**config.mk**
```make
export PLATFORM = sky130hd
export DESIGN_NAME = record_boundary_scanner_flat
export DESIGN_NICKNAME = d
export VERILOG_FILES = /design/src/rbs_pkg.sv /design/src/rbs_if.sv /design/src/record_boundary_scanner.sv /design/src/rbs_regs.sv /design/src/flat_wrapper.sv
export SDC_FILE = /design/constraint.sdc
export NUM_CORES = 1
export LEC_CHECK = 0
export ABC_AREA = 1
export BUFFER_PORTS_ARGS = -buffer_cell sky130_fd_sc_hd__buf_4
export CORE_MARGIN = 1
export CORE_UTILIZATION = 40
export DETAILED_ROUTE_END_ITERATION = 16
export GPL_ROUTABILITY_DRIVEN = 0
export SYNTH_ARGS = -nofsm -noshare
export SYNTH_HDL_FRONTEND = slang
export SYNTH_HIERARCHICAL = 1
export SYNTH_SLANG_ARGS = --single-unit
```
**constraint.sdc**
```tcl
create_clock -name i_clk -period 3.9 [get_ports i_clk]
set_clock_uncertainty 0.05 [all_clocks]
set_input_delay 0.39 -clock i_clk [delete_from_list [all_inputs] [get_ports i_clk]]
set_output_delay 0.39 -clock i_clk [all_outputs]
set_load 0.005 [all_outputs]
```
**src/rbs_pkg.sv**
```systemverilog
// Shared types and constants for the record boundary scanner.
// No dependencies; compiled first.
`default_nettype none

package rbs_pkg;

    localparam int unsigned PADDR_W     = 6;
    localparam int unsigned PDATA_W     = 64;
    localparam int unsigned REG_IDX_W   = 3;
    localparam int unsigned DELIM_BITS  = 64;
    localparam int unsigned OUT_LINE_W  = 32;

    localparam logic [7:0] NEWLINE_BYTE = 8'h0A;

    // register index = paddr[5:3]
    localparam logic [REG_IDX_W-1:0] REG_CSV_MODE    = 3'd0;
    localparam logic [REG_IDX_W-1:0] REG_QUOTE_CHAR  = 3'd1;
    localparam logic [REG_IDX_W-1:0] REG_ESCAPE_CHAR = 3'd2;
    localparam logic [REG_IDX_W-1:0] REG_DELIM_LEN   = 3'd3;
    localparam logic [REG_IDX_W-1:0] REG_DELIM_BYTES = 3'd4;

    typedef struct packed {
        logic                  csv_mode;
        logic [7:0]            quote_char;
        logic [7:0]            escape_char;
        logic [3:0]            delim_len;
        logic [DELIM_BITS-1:0] delim_bytes;
    } t_cfg;

endpackage

`default_nettype wire

```
**src/rbs_if.sv**
```systemverilog
// Valid/ready channel interfaces for scanner input bytes and results.
// No dependencies.
`default_nettype none

interface rbs_in_if;
    logic       valid;
    logic       ready;
    logic [7:0] data_byte;
    logic       chunk_start;
    logic       first_only;

    modport source (output valid, data_byte, chunk_start, first_only, input ready);
    modport sink   (input valid, data_byte, chunk_start, first_only, output ready);
endinterface

interface rbs_out_if;
    logic        valid;
    logic        ready;
    logic        record_end;
    logic [31:0] line_count;
    logic        quoted;

    modport source (output valid, record_end, line_count, quoted, input ready);
    modport sink   (input valid, record_end, line_count, quoted, output ready);
endinterface

`default_nettype wire

```
**src/record_boundary_scanner.sv**
```systemverilog
// Record boundary scanner top level: byte scan logic and result register.
// Depends on rbs_pkg, rbs_if (rbs_in_if / rbs_out_if) and rbs_regs.
//
// Usage:
//   i_byte_ch carries one data byte per transfer with chunk_start and
//   first_only. o_res_ch returns exactly one result per input byte:
//   record_end, the committed line count (saturated to 32 bits) and the
//   quote state after that byte.
//   The APB port (registers at byte address 8*index, 64-bit data) sets CSV
//   vs. text mode, quote/escape bytes and the 1..8 byte text delimiter.
//   Write it only while no results are outstanding. pready is tied high.
// Timing:
//   A byte's result is registered: a byte accepted at an edge has its result on
//   o_res_ch right after that edge. Throughput is one byte per cycle while
//   o_res_ch is ready; the scan state (quote, escape, delimiter window, line
//   counters) is a single register set updated by one combinational pass per byte.
// Stall:
//   The result register frees up in the same cycle its transfer completes,
//   so i_byte_ch.ready = result register empty or being taken. A stalled
//   receiver holds the result and stops input after one byte.
// Reset:
//   Synchronous, active low. Clears scan state, sets both line counters
//   to 1, empties the result register and loads register defaults.
`default_nettype none

module record_boundary_scanner
    import rbs_pkg::*;
#(
    parameter int unsigned MAX_DELIM_BYTES = 8,   // 1..8
    parameter int unsigned LINE_COUNT_BITS = 32   // 16..64
) (
    input  wire logic               i_clk,
    input  wire logic               i_rst_n,
    rbs_in_if.sink                  i_byte_ch,
    rbs_out_if.source               o_res_ch,
    input  wire logic               i_psel,
    input  wire logic               i_penable,
    input  wire logic               i_pwrite,
    input  wire logic [PADDR_W-1:0] i_paddr,
    input  wire logic [PDATA_W-1:0] i_pwdata,
    output logic      [PDATA_W-1:0] o_prdata,
    output logic                    o_pready
);

    // Window keeps the bytes before the current one that a match can need.
    localparam int unsigned WIN_BYTES = (MAX_DELIM_BYTES > 1) ? MAX_DELIM_BYTES - 1 : 1;
    localparam int unsigned FILL_W    = $clog2(WIN_BYTES + 1);
    localparam int unsigned IDX_W     = (MAX_DELIM_BYTES > 1) ? $clog2(MAX_DELIM_BYTES) : 1;

    t_cfg w_cfg;

    rbs_regs u_regs (
        .i_clk     (i_clk),
        .i_rst_n   (i_rst_n),
        .i_psel    (i_psel),
        .i_penable (i_penable),
        .i_pwrite  (i_pwrite),
        .i_paddr   (i_paddr),
        .i_pwdata  (i_pwdata),
        .o_prdata  (o_prdata),
        .o_cfg     (w_cfg)
    );

    assign o_pready = 1'b1;

    // ---------------- scan state ----------------
    logic                            r_quoted,    n_quoted;
    logic                            r_escape,    n_escape;
    logic                            r_end_seen,  n_end_seen;
    logic [LINE_COUNT_BITS-1:0]      r_running,   n_running;
    logic [LINE_COUNT_BITS-1:0]      r_committed, n_committed;
    logic [WIN_BYTES-1:0][7:0]       r_window,    n_window;
    logic [FILL_W-1:0]               r_fill,      n_fill;

    // ---------------- result register ----------------
    logic        r_out_valid;
    logic        r_record_end;
    logic [31:0] r_line_count;
    logic        r_quoted_out;

    logic w_accept;
    logic w_rec;
    logic w_match;
    logic [31:0] w_line_out;

    assign i_byte_ch.ready = !r_out_valid || o_res_ch.ready;
    assign w_accept        = i_byte_ch.valid && i_byte_ch.ready;

    // Chunk start clears quote/escape/window/end and drops uncommitted newlines.
    logic                       b_quoted, b_escape, b_end_seen;
    logic [LINE_COUNT_BITS-1:0] b_running;
    logic [WIN_BYTES-1:0][7:0]  b_window;
    logic [FILL_W-1:0]          b_fill;

    always_comb begin
        if (i_byte_ch.chunk_start) begin
            b_quoted   = 1'b0;
            b_escape   = 1'b0;
            b_end_seen = 1'b0;
            b_running  = r_committed;
            b_window   = '0;
            b_fill     = '0;
        end else begin
            b_quoted   = r_quoted;
            b_escape   = r_escape;
            b_end_seen = r_end_seen;
            b_running  = r_running;
            b_window   = r_window;
            b_fill     = r_fill;
        end
    end

    // Text-mode delimiter compare: newest byte pairs with the last delimiter byte.
    logic [MAX_DELIM_BYTES-1:0][7:0] w_recent;
    logic [3:0]                      w_len;

    always_comb begin
        w_recent[0] = i_byte_ch.data_byte;
        for (int j = 1; j < MAX_DELIM_BYTES; j++) begin
            w_recent[j] = b_window[j-1];
        end
    end

    always_comb begin
        if (w_cfg.delim_len == 4'd0) begin
            w_len = 4'd1;
        end else if (w_cfg.delim_len > 4'(MAX_DELIM_BYTES)) begin
            w_len = 4'(MAX_DELIM_BYTES);
        end else begin
            w_len = w_cfg.delim_len;
        end
    end

    always_comb begin
        logic [3:0] idx;
        idx     = '0;
        w_match = (4'(b_fill) + 4'd1) >= w_len;
        for (int k = 0; k < MAX_DELIM_BYTES; k++) begin
            idx = w_len - 4'(k) - 4'd1;
            if (4'(k) < w_len &&
                w_recent[idx[IDX_W-1:0]] != w_cfg.delim_bytes[8*k +: 8]) begin
                w_match = 1'b0;
            end
        end
    end

    // Next state for one accepted byte.
    always_comb begin
        n_quoted    = b_quoted;
        n_escape    = b_escape;
        n_end_seen  = b_end_seen;
        n_running   = b_running;
        n_committed = r_committed;
        n_window    = b_window;
        n_fill      = b_fill;
        w_rec       = 1'b0;
        // after the first end of a first-only chunk the byte is ignored
        if (!(b_end_seen && i_byte_ch.first_only)) begin
            if (w_cfg.csv_mode) begin
                // every newline counts, quoted or not, saturating
                if (i_byte_ch.data_byte == NEWLINE_BYTE && !(&b_running)) begin
                    n_running = b_running + LINE_COUNT_BITS'(1);
                end
                if (b_quoted) begin
                    if (!b_escape) begin
                        // closing quote wins when quote and escape bytes match
                        if (i_byte_ch.data_byte == w_cfg.quote_char) begin
                            n_quoted = 1'b0;
                        end else if (i_byte_ch.data_byte == w_cfg.escape_char) begin
                            n_escape = 1'b1;
                        end
                    end else begin
                        n_escape = 1'b0;
                    end
                end else if (i_byte_ch.data_byte == NEWLINE_BYTE) begin
                    w_rec       = 1'b1;
                    n_committed = n_running;
                end else if (i_byte_ch.data_byte == w_cfg.quote_char) begin
                    n_quoted = 1'b1;
                end
            end else begin
                w_rec = w_match;
            end
            n_window[0] = i_byte_ch.data_byte;
            for (int j = 1; j < WIN_BYTES; j++) begin
                n_window[j] = b_window[j-1];
            end
            if (b_fill != FILL_W'(WIN_BYTES)) begin
                n_fill = b_fill + FILL_W'(1);
            end
            if (w_rec) begin
                n_end_seen = 1'b1;
            end
        end
    end

    // Line count seen on the output saturates at 32 bits.
    generate
        if (LINE_COUNT_BITS > 32) begin : g_sat
            assign w_line_out = (|n_committed[LINE_COUNT_BITS-1:32]) ? '1
                                                                      : n_committed[31:0];
        end else begin : g_nosat
            assign w_line_out = 32'(n_committed);
        end
    endgenerate

    always_ff @(posedge i_clk) begin
        if (!i_rst_n) begin
            r_quoted    <= 1'b0;
            r_escape    <= 1'b0;
            r_end_seen  <= 1'b0;
            r_running   <= LINE_COUNT_BITS'(1);
            r_committed <= LINE_COUNT_BITS'(1);
            r_window    <= '0;
            r_fill      <= '0;
            r_out_valid <= 1'b0;
        end else begin
            if (w_accept) begin
                r_quoted    <= n_quoted;
                r_escape    <= n_escape;
                r_end_seen  <= n_end_seen;
                r_running   <= n_running;
                r_committed <= n_committed;
                r_window    <= n_window;
                r_fill      <= n_fill;
                r_out_valid <= 1'b1;
            end else if (o_res_ch.ready) begin
                r_out_valid <= 1'b0;
            end
        end
    end

    // payload, no reset
    always_ff @(posedge i_clk) begin
        if (w_accept) begin
            r_record_end <= w_rec;
            r_line_count <= w_line_out;
            r_quoted_out <= n_quoted;
        end
    end

    assign o_res_ch.valid      = r_out_valid;
    assign o_res_ch.record_end = r_record_end;
    assign o_res_ch.line_count = r_line_count;
    assign o_res_ch.quoted     = r_quoted_out;

    // ---------------- assertions ----------------
    a_escape_in_quote: assert property (@(posedge i_clk) disable iff (!i_rst_n)
        r_escape |-> r_quoted)
        else $error("escape pending outside a quoted region");

    a_commit_le_run: assert property (@(posedge i_clk) disable iff (!i_rst_n)
        r_committed <= r_running)
        else $error("committed line count ahead of running count");

    a_first_only: assert property (@(posedge i_clk) disable iff (!i_rst_n)
        (w_accept && r_end_seen && i_byte_ch.first_only && !i_byte_ch.chunk_start)
        |=> !o_res_ch.record_end)
        else $error("record end reported after first end of a first-only chunk");

    a_text_quote_hold: assert property (@(posedge i_clk) disable iff (!i_rst_n)
        (w_accept && !w_cfg.csv_mode && !i_byte_ch.chunk_start) |=> $stable(r_quoted))
        else $error("quote state changed in text mode");

    a_fill_bound: assert property (@(posedge i_clk) disable iff (!i_rst_n)
        r_fill <= FILL_W'(WIN_BYTES))
        else $error("window fill beyond window size");

endmodule

`default_nettype wire

```
**src/rbs_regs.sv**
```systemverilog
// APB-style configuration registers for the record boundary scanner.
// Depends on rbs_pkg.
`default_nettype none

module rbs_regs
    import rbs_pkg::*;
(
    input  wire logic               i_clk,
    input  wire logic               i_rst_n,
    input  wire logic               i_psel,
    input  wire logic               i_penable,
    input  wire logic               i_pwrite,
    input  wire logic [PADDR_W-1:0] i_paddr,
    input  wire logic [PDATA_W-1:0] i_pwdata,
    output logic      [PDATA_W-1:0] o_prdata,
    output t_cfg                    o_cfg
);

    t_cfg                 r_cfg;
    logic                 w_wr;
    logic [REG_IDX_W-1:0] w_idx;

    assign w_wr  = i_psel && i_penable && i_pwrite;
    assign w_idx = i_paddr[PADDR_W-1:PADDR_W-REG_IDX_W];

    always_ff @(posedge i_clk) begin
        if (!i_rst_n) begin
            r_cfg.csv_mode    <= 1'b1;
            r_cfg.quote_char  <= 8'd34;
            r_cfg.escape_char <= 8'd34;
            r_cfg.delim_len   <= 4'd1;
            r_cfg.delim_bytes <= DELIM_BITS'(10);
        end else if (w_wr) begin
            case (w_idx)
                REG_CSV_MODE:    r_cfg.csv_mode    <= i_pwdata[0];
                REG_QUOTE_CHAR:  r_cfg.quote_char  <= i_pwdata[7:0];
                REG_ESCAPE_CHAR: r_cfg.escape_char <= i_pwdata[7:0];
                REG_DELIM_LEN:   r_cfg.delim_len   <= i_pwdata[3:0];
                REG_DELIM_BYTES: r_cfg.delim_bytes <= i_pwdata[DELIM_BITS-1:0];
                default: ;  // writes past the register list are dropped
            endcase
        end
    end

    always_comb begin
        case (w_idx)
            REG_CSV_MODE:    o_prdata = PDATA_W'(r_cfg.csv_mode);
            REG_QUOTE_CHAR:  o_prdata = PDATA_W'(r_cfg.quote_char);
            REG_ESCAPE_CHAR: o_prdata = PDATA_W'(r_cfg.escape_char);
            REG_DELIM_LEN:   o_prdata = PDATA_W'(r_cfg.delim_len);
            REG_DELIM_BYTES: o_prdata = PDATA_W'(r_cfg.delim_bytes);
            default:         o_prdata = '0;
        endcase
    end

    assign o_cfg = r_cfg;

endmodule

`default_nettype wire

```
**src/flat_wrapper.sv**
```systemverilog
// flat-port wrapper written by rule: the top's interface ports become plain ports
module record_boundary_scanner_flat import rbs_pkg::*;
#(
    parameter int unsigned MAX_DELIM_BYTES = 8,          
    parameter int unsigned LINE_COUNT_BITS = 32            
)
  (i_clk, i_rst_n, i_psel, i_penable, i_pwrite, i_paddr, i_pwdata, o_prdata, o_pready, i_byte_ch_valid, i_byte_ch_data_byte, i_byte_ch_chunk_start, i_byte_ch_first_only, i_byte_ch_ready, o_res_ch_valid, o_res_ch_record_end, o_res_ch_line_count, o_res_ch_quoted, o_res_ch_ready);
  rbs_in_if i_byte_ch_i ();
  rbs_out_if o_res_ch_i ();
  input  wire logic i_clk;
  input  wire logic i_rst_n;
  input  wire logic i_psel;
  input  wire logic i_penable;
  input  wire logic i_pwrite;
  input  wire logic [PADDR_W-1:0] i_paddr;
  input  wire logic [PDATA_W-1:0] i_pwdata;
  output logic      [PDATA_W-1:0] o_prdata;
  output logic o_pready;
  input wire logic [$bits(i_byte_ch_i.valid)-1:0] i_byte_ch_valid;
  input wire logic [$bits(i_byte_ch_i.data_byte)-1:0] i_byte_ch_data_byte;
  input wire logic [$bits(i_byte_ch_i.chunk_start)-1:0] i_byte_ch_chunk_start;
  input wire logic [$bits(i_byte_ch_i.first_only)-1:0] i_byte_ch_first_only;
  output wire logic [$bits(i_byte_ch_i.ready)-1:0] i_byte_ch_ready;
  output wire logic [$bits(o_res_ch_i.valid)-1:0] o_res_ch_valid;
  output wire logic [$bits(o_res_ch_i.record_end)-1:0] o_res_ch_record_end;
  output wire logic [$bits(o_res_ch_i.line_count)-1:0] o_res_ch_line_count;
  output wire logic [$bits(o_res_ch_i.quoted)-1:0] o_res_ch_quoted;
  input wire logic [$bits(o_res_ch_i.ready)-1:0] o_res_ch_ready;
  assign i_byte_ch_i.valid = i_byte_ch_valid;
  assign i_byte_ch_i.data_byte = i_byte_ch_data_byte;
  assign i_byte_ch_i.chunk_start = i_byte_ch_chunk_start;
  assign i_byte_ch_i.first_only = i_byte_ch_first_only;
  assign i_byte_ch_ready = i_byte_ch_i.ready;
  assign o_res_ch_valid = o_res_ch_i.valid;
  assign o_res_ch_record_end = o_res_ch_i.record_end;
  assign o_res_ch_line_count = o_res_ch_i.line_count;
  assign o_res_ch_quoted = o_res_ch_i.quoted;
  assign o_res_ch_i.ready = o_res_ch_ready;
  record_boundary_scanner #(.MAX_DELIM_BYTES(MAX_DELIM_BYTES), .LINE_COUNT_BITS(LINE_COUNT_BITS)) u_core (.i_clk(i_clk), .i_rst_n(i_rst_n), .i_byte_ch(i_byte_ch_i), .o_res_ch(o_res_ch_i), .i_psel(i_psel), .i_penable(i_penable), .i_pwrite(i_pwrite), .i_paddr(i_paddr), .i_pwdata(i_pwdata), .o_prdata(o_prdata), .o_pready(o_pready));
endmodule
```
## Yosys cells after proc, flatten, opt, wreduce, memory -nomap -nowiden

Index checks and enable logic that the tools add are counted.

| word-level totals | value |
|---|---|
| bits in registers | 246 |
| input bits | 87 |
| output and inout bits | 101 |
| word-level logic and storage cells | 162 |

| operators by class | value |
|---|---|
| add/subtract/negate cells | 17 |
| magnitude comparators | 18 |
| eq/ne operators | 16 |
| muxes and demuxes | 64 |
| reductions and logical operators | 25 |

Operators with widths:

| kind | count |
|---|---|
| $pmux W64 S5 | 1 |
| $mux W32 | 8 |
| $bmux W8 S3 | 8 |
| $mux W56 | 2 |
| $mux W8 | 8 |
| $ne A8 B8 Y1 | 8 |
| $add A32 B1 Y32 const B | 1 |
| $lt A3 B4 Y1 const B | 8 |
| $mux W1 | 32 |
| $reduce_and A32 Y1 | 1 |
| $sub A3 B1 Y3 const B | 8 |
| $eq A8 B8 Y1 | 2 |
| $lt A3 B4 Y1 const A | 4 |
| $logic_and A1 B1 Y1 | 13 |
| $sub A3 B3 Y3 const B | 4 |
| $reduce_and A2 Y1 | 5 |
| $mux W3 | 3 |
| $eq A8 B4 Y1 const B | 1 |
| $lt A1 B4 Y1 const A | 2 |
| $lt A2 B4 Y1 const A | 2 |
| $mux W4 | 2 |
| $eq A3 B2 Y1 const B | 2 |
| $sub A3 B2 Y3 const B | 2 |
| $add A3 B1 Y4 const B | 1 |
| other kinds (11) | 12 |

## Depth between registers and ports, before layout

| logic depth | value |
|---|---|
| word-level depth | 20 |
| depth in mapped cells | 26 |
| mapped depth without buffers | 24 |

## Hierarchy

Netlist, hierarchy kept.

Modules (own cells, without submodules):

| module | times used | cells an instance | area each (sq um) | sequential area each (sq um) |
|---|---|---|---|---|
| record_boundary_scanner | 1 | 2015 | 12298.0 | 3563.4 |
| rbs_regs | 1 | 712 | 4292.9 | 1701.6 |

## Worst setup path after synthesis

OpenSTA, ideal clock, no wires.

| timing | value |
|---|---|
| path kind | input to register |
| start | input i_byte_ch_chunk_start |
| end | register u_core.r_line_count[18] (netlist: u_core/o_res_ch.line_count[18]), data pin |
| setup time | 0.256 ns |
| data arrival time | 2.709 ns |
| data required time | 3.594 ns |
| path slack | 0.885 ns |
| stages | 19 |
| buffers on the path | 3 |
| cells stage by stage | buf_2 > buf_4 > buf_4 > o21ai_1 > inv_1 > ha_1 > nand3_2 > nor3_2 > nand2_1 > nor2_1 > nand2_1 > nand2_4 > nor2_4 > nand3_1 > nor2_1 > nand2_1 > xor2_1 > a21boi_1 > inv_1 |

| between the ends | value |
|---|---|
| word-level cells in the longest chain between the ends | 9 |
| elaborated cells between the ends (all ways) | 13 |
| classes of those cells | add/sub: 1; mux: 8; reduce/logical: 4 |

RTL lines:

| what | line | RTL |
|---|---|---|
| from (decl) | flat_wrapper.sv:21 | `input wire logic [$bits(i_byte_ch_i.chunk_start)-1:0] i_byte_ch_chunk_start;` |
| branches (longest 8 deep; another with $add A32 B1 Y32) | - |  |
| $mux W32 * | record_boundary_scanner.sv:158 | `if (!(b_end_seen && i_byte_ch.first_only)) begin` |
| via u_core.n_committed[18] | record_boundary_scanner.sv:71 | `logic [LINE_COUNT_BITS-1:0] r_committed, n_committed;` |
| to (signal assigned) | record_boundary_scanner.sv:237 | `r_line_count <= w_line_out;` |
| to (decl) | record_boundary_scanner.sv:78 | `logic [31:0] r_line_count;` |

Mark *: on every way through the listed nets, which the timed path passes.
A chain may end at the register's enable or synchronous reset.

## Final worst setup path

| timing | value |
|---|---|
| start | register u_core.u_regs.r_cfg (netlist bit u_core/u_regs/o_cfg[67]) |
| end | register u_core.r_record_end (netlist: u_core/o_res_ch.record_end), data pin |

| between the ends | value |
|---|---|
| word-level cells in the longest chain between the ends | 18 |
| elaborated cells between the ends (all ways) | 69 |
| classes of those cells | add/sub: 14; order compare: 10; eq/ne: 8; mux: 28; reduce/logical: 9 |

RTL lines:

| what | line | RTL |
|---|---|---|
| from (decl) | rbs_regs.sv:19 | `t_cfg r_cfg;` |
| $gt A4 B4 Y1 | record_boundary_scanner.sv:127 | `end else if (w_cfg.delim_len > 4'(MAX_DELIM_BYTES)) begin` |
| $mux W4 | record_boundary_scanner.sv:127 |  |
| $mux W4 * | record_boundary_scanner.sv:125 | `if (w_cfg.delim_len == 4'd0) begin` |
| $sub A3 B1 Y3 | record_boundary_scanner.sv:139 | `idx = w_len - 4'(k) - 4'd1;` |
| $sub A3 B1 Y3 / $bmux W8 S3 (equally long branches) | record_boundary_scanner.sv:139, record_boundary_scanner.sv:141 |  |
| $bmux W8 S3 / $mux W8 (equally long branches) | record_boundary_scanner.sv:141 | `w_recent[idx[IDX_W-1:0]] != w_cfg.delim_bytes[8*k +: 8]) begin` |
| $mux W8 (implied by the code) / $ne A8 B8 Y1 (equally long branches) | record_boundary_scanner.sv:141 |  |
| $ne A8 B8 Y1 / $logic_and A1 B1 Y1 (equally long branches) | record_boundary_scanner.sv:141, record_boundary_scanner.sv:140 |  |
| $logic_and A1 B1 Y1 / $mux W1 (equally long branches) | record_boundary_scanner.sv:140 | `if (4'(k) < w_len &&` |
| $mux W1 (6 in series) | record_boundary_scanner.sv:140 |  |
| $mux W1 * | record_boundary_scanner.sv:140 |  |
| $mux W1 * | record_boundary_scanner.sv:159 | `if (w_cfg.csv_mode) begin` |
| $mux W1 * | record_boundary_scanner.sv:158 |  |
| to (signal assigned) | record_boundary_scanner.sv:236 | `r_record_end <= w_rec;` |
| to (decl) | record_boundary_scanner.sv:77 | `logic r_record_end;` |

Mark *: on every way between the ends. The rest lies on a longest branch, timed or not. The select of a mux whose other input is x is not followed.

==> results.yml <==
synthesis:
  synth_edf_count: 34
  yosys.area.top_type: "dfxtp_1"
  synthArstFlopShare_pct: 0
  ys_seq_area_share_pct: 31.7
  synth_fa_ha_area_share_pct: 0.679
  synth_top_family_by_area: "simple AND/OR/NAND/NOR gates"
  yosys.area.top_type_share_pct: 25.6
  ys_warn_count: 6
  synth-seq-cells: 246
  synth_simple_gate_area_share_pct: 41.2
  syn-cell-area_um2: 16600
  synth_xor_xnor_area_share_pct: 2.91
  synth_compound_gate_area_share_pct: 11.1
  ys_types: 50
  syn_avg_cell_area_um2: 6.08
  syn-num-nets: 2823
  muxShareOfSynthArea_pct: 0.0603
  synth.area.top_cells: "dfxtp_1 (26%), nand2_1 (16%), nand3_1 (14%)"
  postSynthCellCount: 2727
  synth_flop_cell: "dfxtp_1"
placement:
  hpwl_um: 39900
  io_buffers: 183
  pre_cts_slack_ns: 0.265
timing:
  post-route-period-util_pct: 90.2
  whs_ns: 0.0566
  max_freq_mhz: 284
  final-setup-viol-count: 0
  hold_viol_final: 0
  tns_ns: 0
  setup_ws_ns: 0.382
  relSlewSlack_pct: 30.7
  rsz0062_at_grt: "no"
  tightest_slew_ns: 1.04
  fin_crit_ns: 3.52
  drv_slew: 0
critical_path:
  end_kind: "register"
  path_class: "reg2reg"
  cp-start-kind: "register"
  r2r_cells: 19
  path_max_fanout: 71
  r2r_end: "u_core/o_res_ch.record_end"
  reg2reg_slack_ns: 0.38
  worstPathRequired_ns: 4.29
  r2r-start: "u_core/u_regs/o_cfg[67]"
  critical_path_arrival_ns: 3.91
floorplan:
  boundaryPins: 188
  start_util_pct: 40.6
  die_h_um: 206
  design.die.area_um2: 42300
  core_um2: 40800
  rows: 74
  die-width_um: 206
layout:
  fill_cells: 4254
  multi_input_area_um2: 9310
  areaGrowthSynthToFinish_pct: 15.7
  utilization_pct: 47.0
  drive_above_1_share_pct: 11.3
  regArea_um2: 5270
  antenna_cells: 0
  fin_nets: 2928
routing:
  drc: 0
  initialDrtViolationCount: 1458
  wire_per_inst_um: 16.0
  first_pass_iters: 6
  wl_um: 54300
  drtAntennaViolNets: 0
  via_count: 17700
  vias_per_cell: 5.24
global_route:
  grtUsageTotal_pct: 25.4
  overflow: 0
  grt_pass1_wl_um: 85300
  grt_antenna_before_repair: 1
  grt_max_degree: 73
  grt_pass1_vias: 16000
clocking:
  path_clk_slew_ns: 0.06
  cts_setup_buffers: 0
  cts_sinks: 246
  ctsResizeCount: 0
  clockRootBuffer: "clkbuf_16"
  clock_latency_ns: 0.60
  htree_num_levels: 1
  numCtsBuffers: 28
  clockBufferDepth: 3
  cts_tree: "done"
worst_hold_path:
  min_delay_path_depth: 5
  worst_hold_path_type: "in2reg"
  hold_path_startpoint: "i_pwdata[14]"
  worstHoldEndpoint: "u_core/u_regs/o_cfg[14]"
power_and_ir_drop:
  p_per_area_nw_per_um2: 339
  p_leak_nw: 8.84
  peakVddDrop_mv: 0.321
status:
  status: "complete, no violations"
job:
  maxCapViolCount: 0
-- metal layers --
layer,routed length (um),vias up,global-route usage [%]
li1,-,8939,-
met1,24100,8048,34.2
met2,24600,657,41.3
met3,3660,99,3.28
met4,1890,2,9.52
met5,10,-,0
-- Yosys cell counts (6+ instances only) --
library cell and n:
nand2_1 694, nand3_1 448, nor2_1 353, inv_1 325, dfxtp_1 212, a21oi_1 128
o21ai_0 98, clkbuf_1 71, o21ai_1 47, buf_2 45, xor2_1 37, edfxtp_1 34
a211oi_1 24, nand3b_1 22, nor3_1 16, nand4_1 15, xnor2_1 15, buf_4 14
buf_1 13, inv_2 12, o211ai_1 11, buf_6 10, ha_1 9, o21a_1 8
o21ai_2 7, nor2_2 6, nor4_1 6, or2_2 6
-- per-stage QoR --
stage / total power [mW] / area [um2] / instances
after CTS: 6.56 / 19200 / 3385
after global placement: 3.81 / 18200 / 3330
after floorplan: 3.48 / 16600 / 2727
after global routing: 6.80 / 19200 / 3385
after detailed placement: 3.83 / 18200 / 3330
final: 6.50 / 19200 / 3385
-- critical path: stages, from the launching register on --
cell and delay (ns):
dfxtp_1 0.53, inv_2 0.12, nand2_2 0.11, buf_4 0.59, nand3_1 0.31, nand3_1 0.24
nand3_1 0.12, nand2_1 0.09, nand2_1 0.05, nand2_1 0.05, nand2_1 0.07, inv_1 0.06
nand2_1 0.04, nor2_1 0.17, nor2_1 0.06, nor2_1 0.18, nand2_1 0.11, nand2_1 0.07
nand2_1 0.10, a21oi_1 0.17
-- layout by cell type, fill, tap and decap left out, types with 4 or more instances in the layout --
cell           Yosys  final
a211oi_1          24     24
a21oi_1          128    128
a31oi_1            4      4
buf_4             14    224
clkbuf_1          71      8
clkbuf_16          0     30
clkbuf_8           0      6
dfxtp_1          212    212
dlygate4sd3_1      0      4
edfxtp_1          34     34
ha_1               9      9
inv_1            325    324
inv_2             12     13
nand2_1          694    693
nand2_2            4      5
nand2_4            4      4
nand3_1          448    448
nand3b_1          22     22
nand4_1           15     15
nor2_1           353    351
nor2_2             6      5
nor2_4             3      6
nor3_1            16     16
nor4_1             6      6
o211ai_1          11     11
o21a_1             8      8
o21ai_0           98     98
o21ai_1           47     47
o21ai_2            7      7
or2_1              5      5
or2_2              6      6
xnor2_1           15     15
xor2_1            37     37
-- logic make-up after synthesis --
group	Yosys count
other	1
AOI/OAI and AO/OA	334
and+or+nand+nor	1590
xor gates and xnor gates	53
muxes	1
adders and majority gates	9
DFF	246
buffers and inverters	493
-- area by class of cell --
class / instances / area share, %
Clock inverter: 7 / 0.489
Clock buffer: 44 / 4.50
Inverter: 340 / 6.66
Sequential cell: 246 / 27.4
Tap cell: 532 / 3.47
Multi-Input combinational cell: 1988 / 48.5
Timing Repair Buffer: 228 / 8.97
-- report_power, final --
group	switching (mW)	internal, mW
logic	0.655	0.364
registers	0.0650	2.70
clock network	1.13	1.59
total	1.85	4.65
-- what timing repair did --
| action | CTS | global route |
|---|---|---|
| hold buffers | 4 | 0 |
| endpoints found under the hold margin | 7 | 0 |
| setup endpoints to repair | 0 | 0 |
-- worst max-delay path by stage --
stage	startpoint	to	slack [ns]	depth (start not counted)
after floorplan	i_byte_ch_chunk_start	u_core/o_res_ch.line_count[18]	0.88	19
after global placement	i_byte_ch_chunk_start	u_core/r_committed[7]	0.28	17
after detailed placement	i_byte_ch_chunk_start	u_core/r_committed[7]	0.27	17
after CTS	u_core/u_regs/o_cfg[67]	u_core/o_res_ch.record_end	0.47	19
after global routing	u_core/u_regs/o_cfg[67]	u_core/r_end_seen	0.19	21
final	u_core/u_regs/o_cfg[67]	u_core/o_res_ch.record_end	0.38	19
-- sequential cells by signal, indices dropped and copies added, names as in the netlist --
register	count
u_core/u_regs/o_cfg	85
u_core/r_window	56
u_core/o_res_ch.line_count	32
u_core/r_committed	32
u_core/r_running	32
u_core/r_fill	3
u_core/o_res_ch.quoted	1
u_core/o_res_ch.record_end	1
u_core/o_res_ch.valid	1
u_core/r_end_seen	1
u_core/r_escape	1
u_core/r_quoted	1
Power figures use the tool's default switching activity.
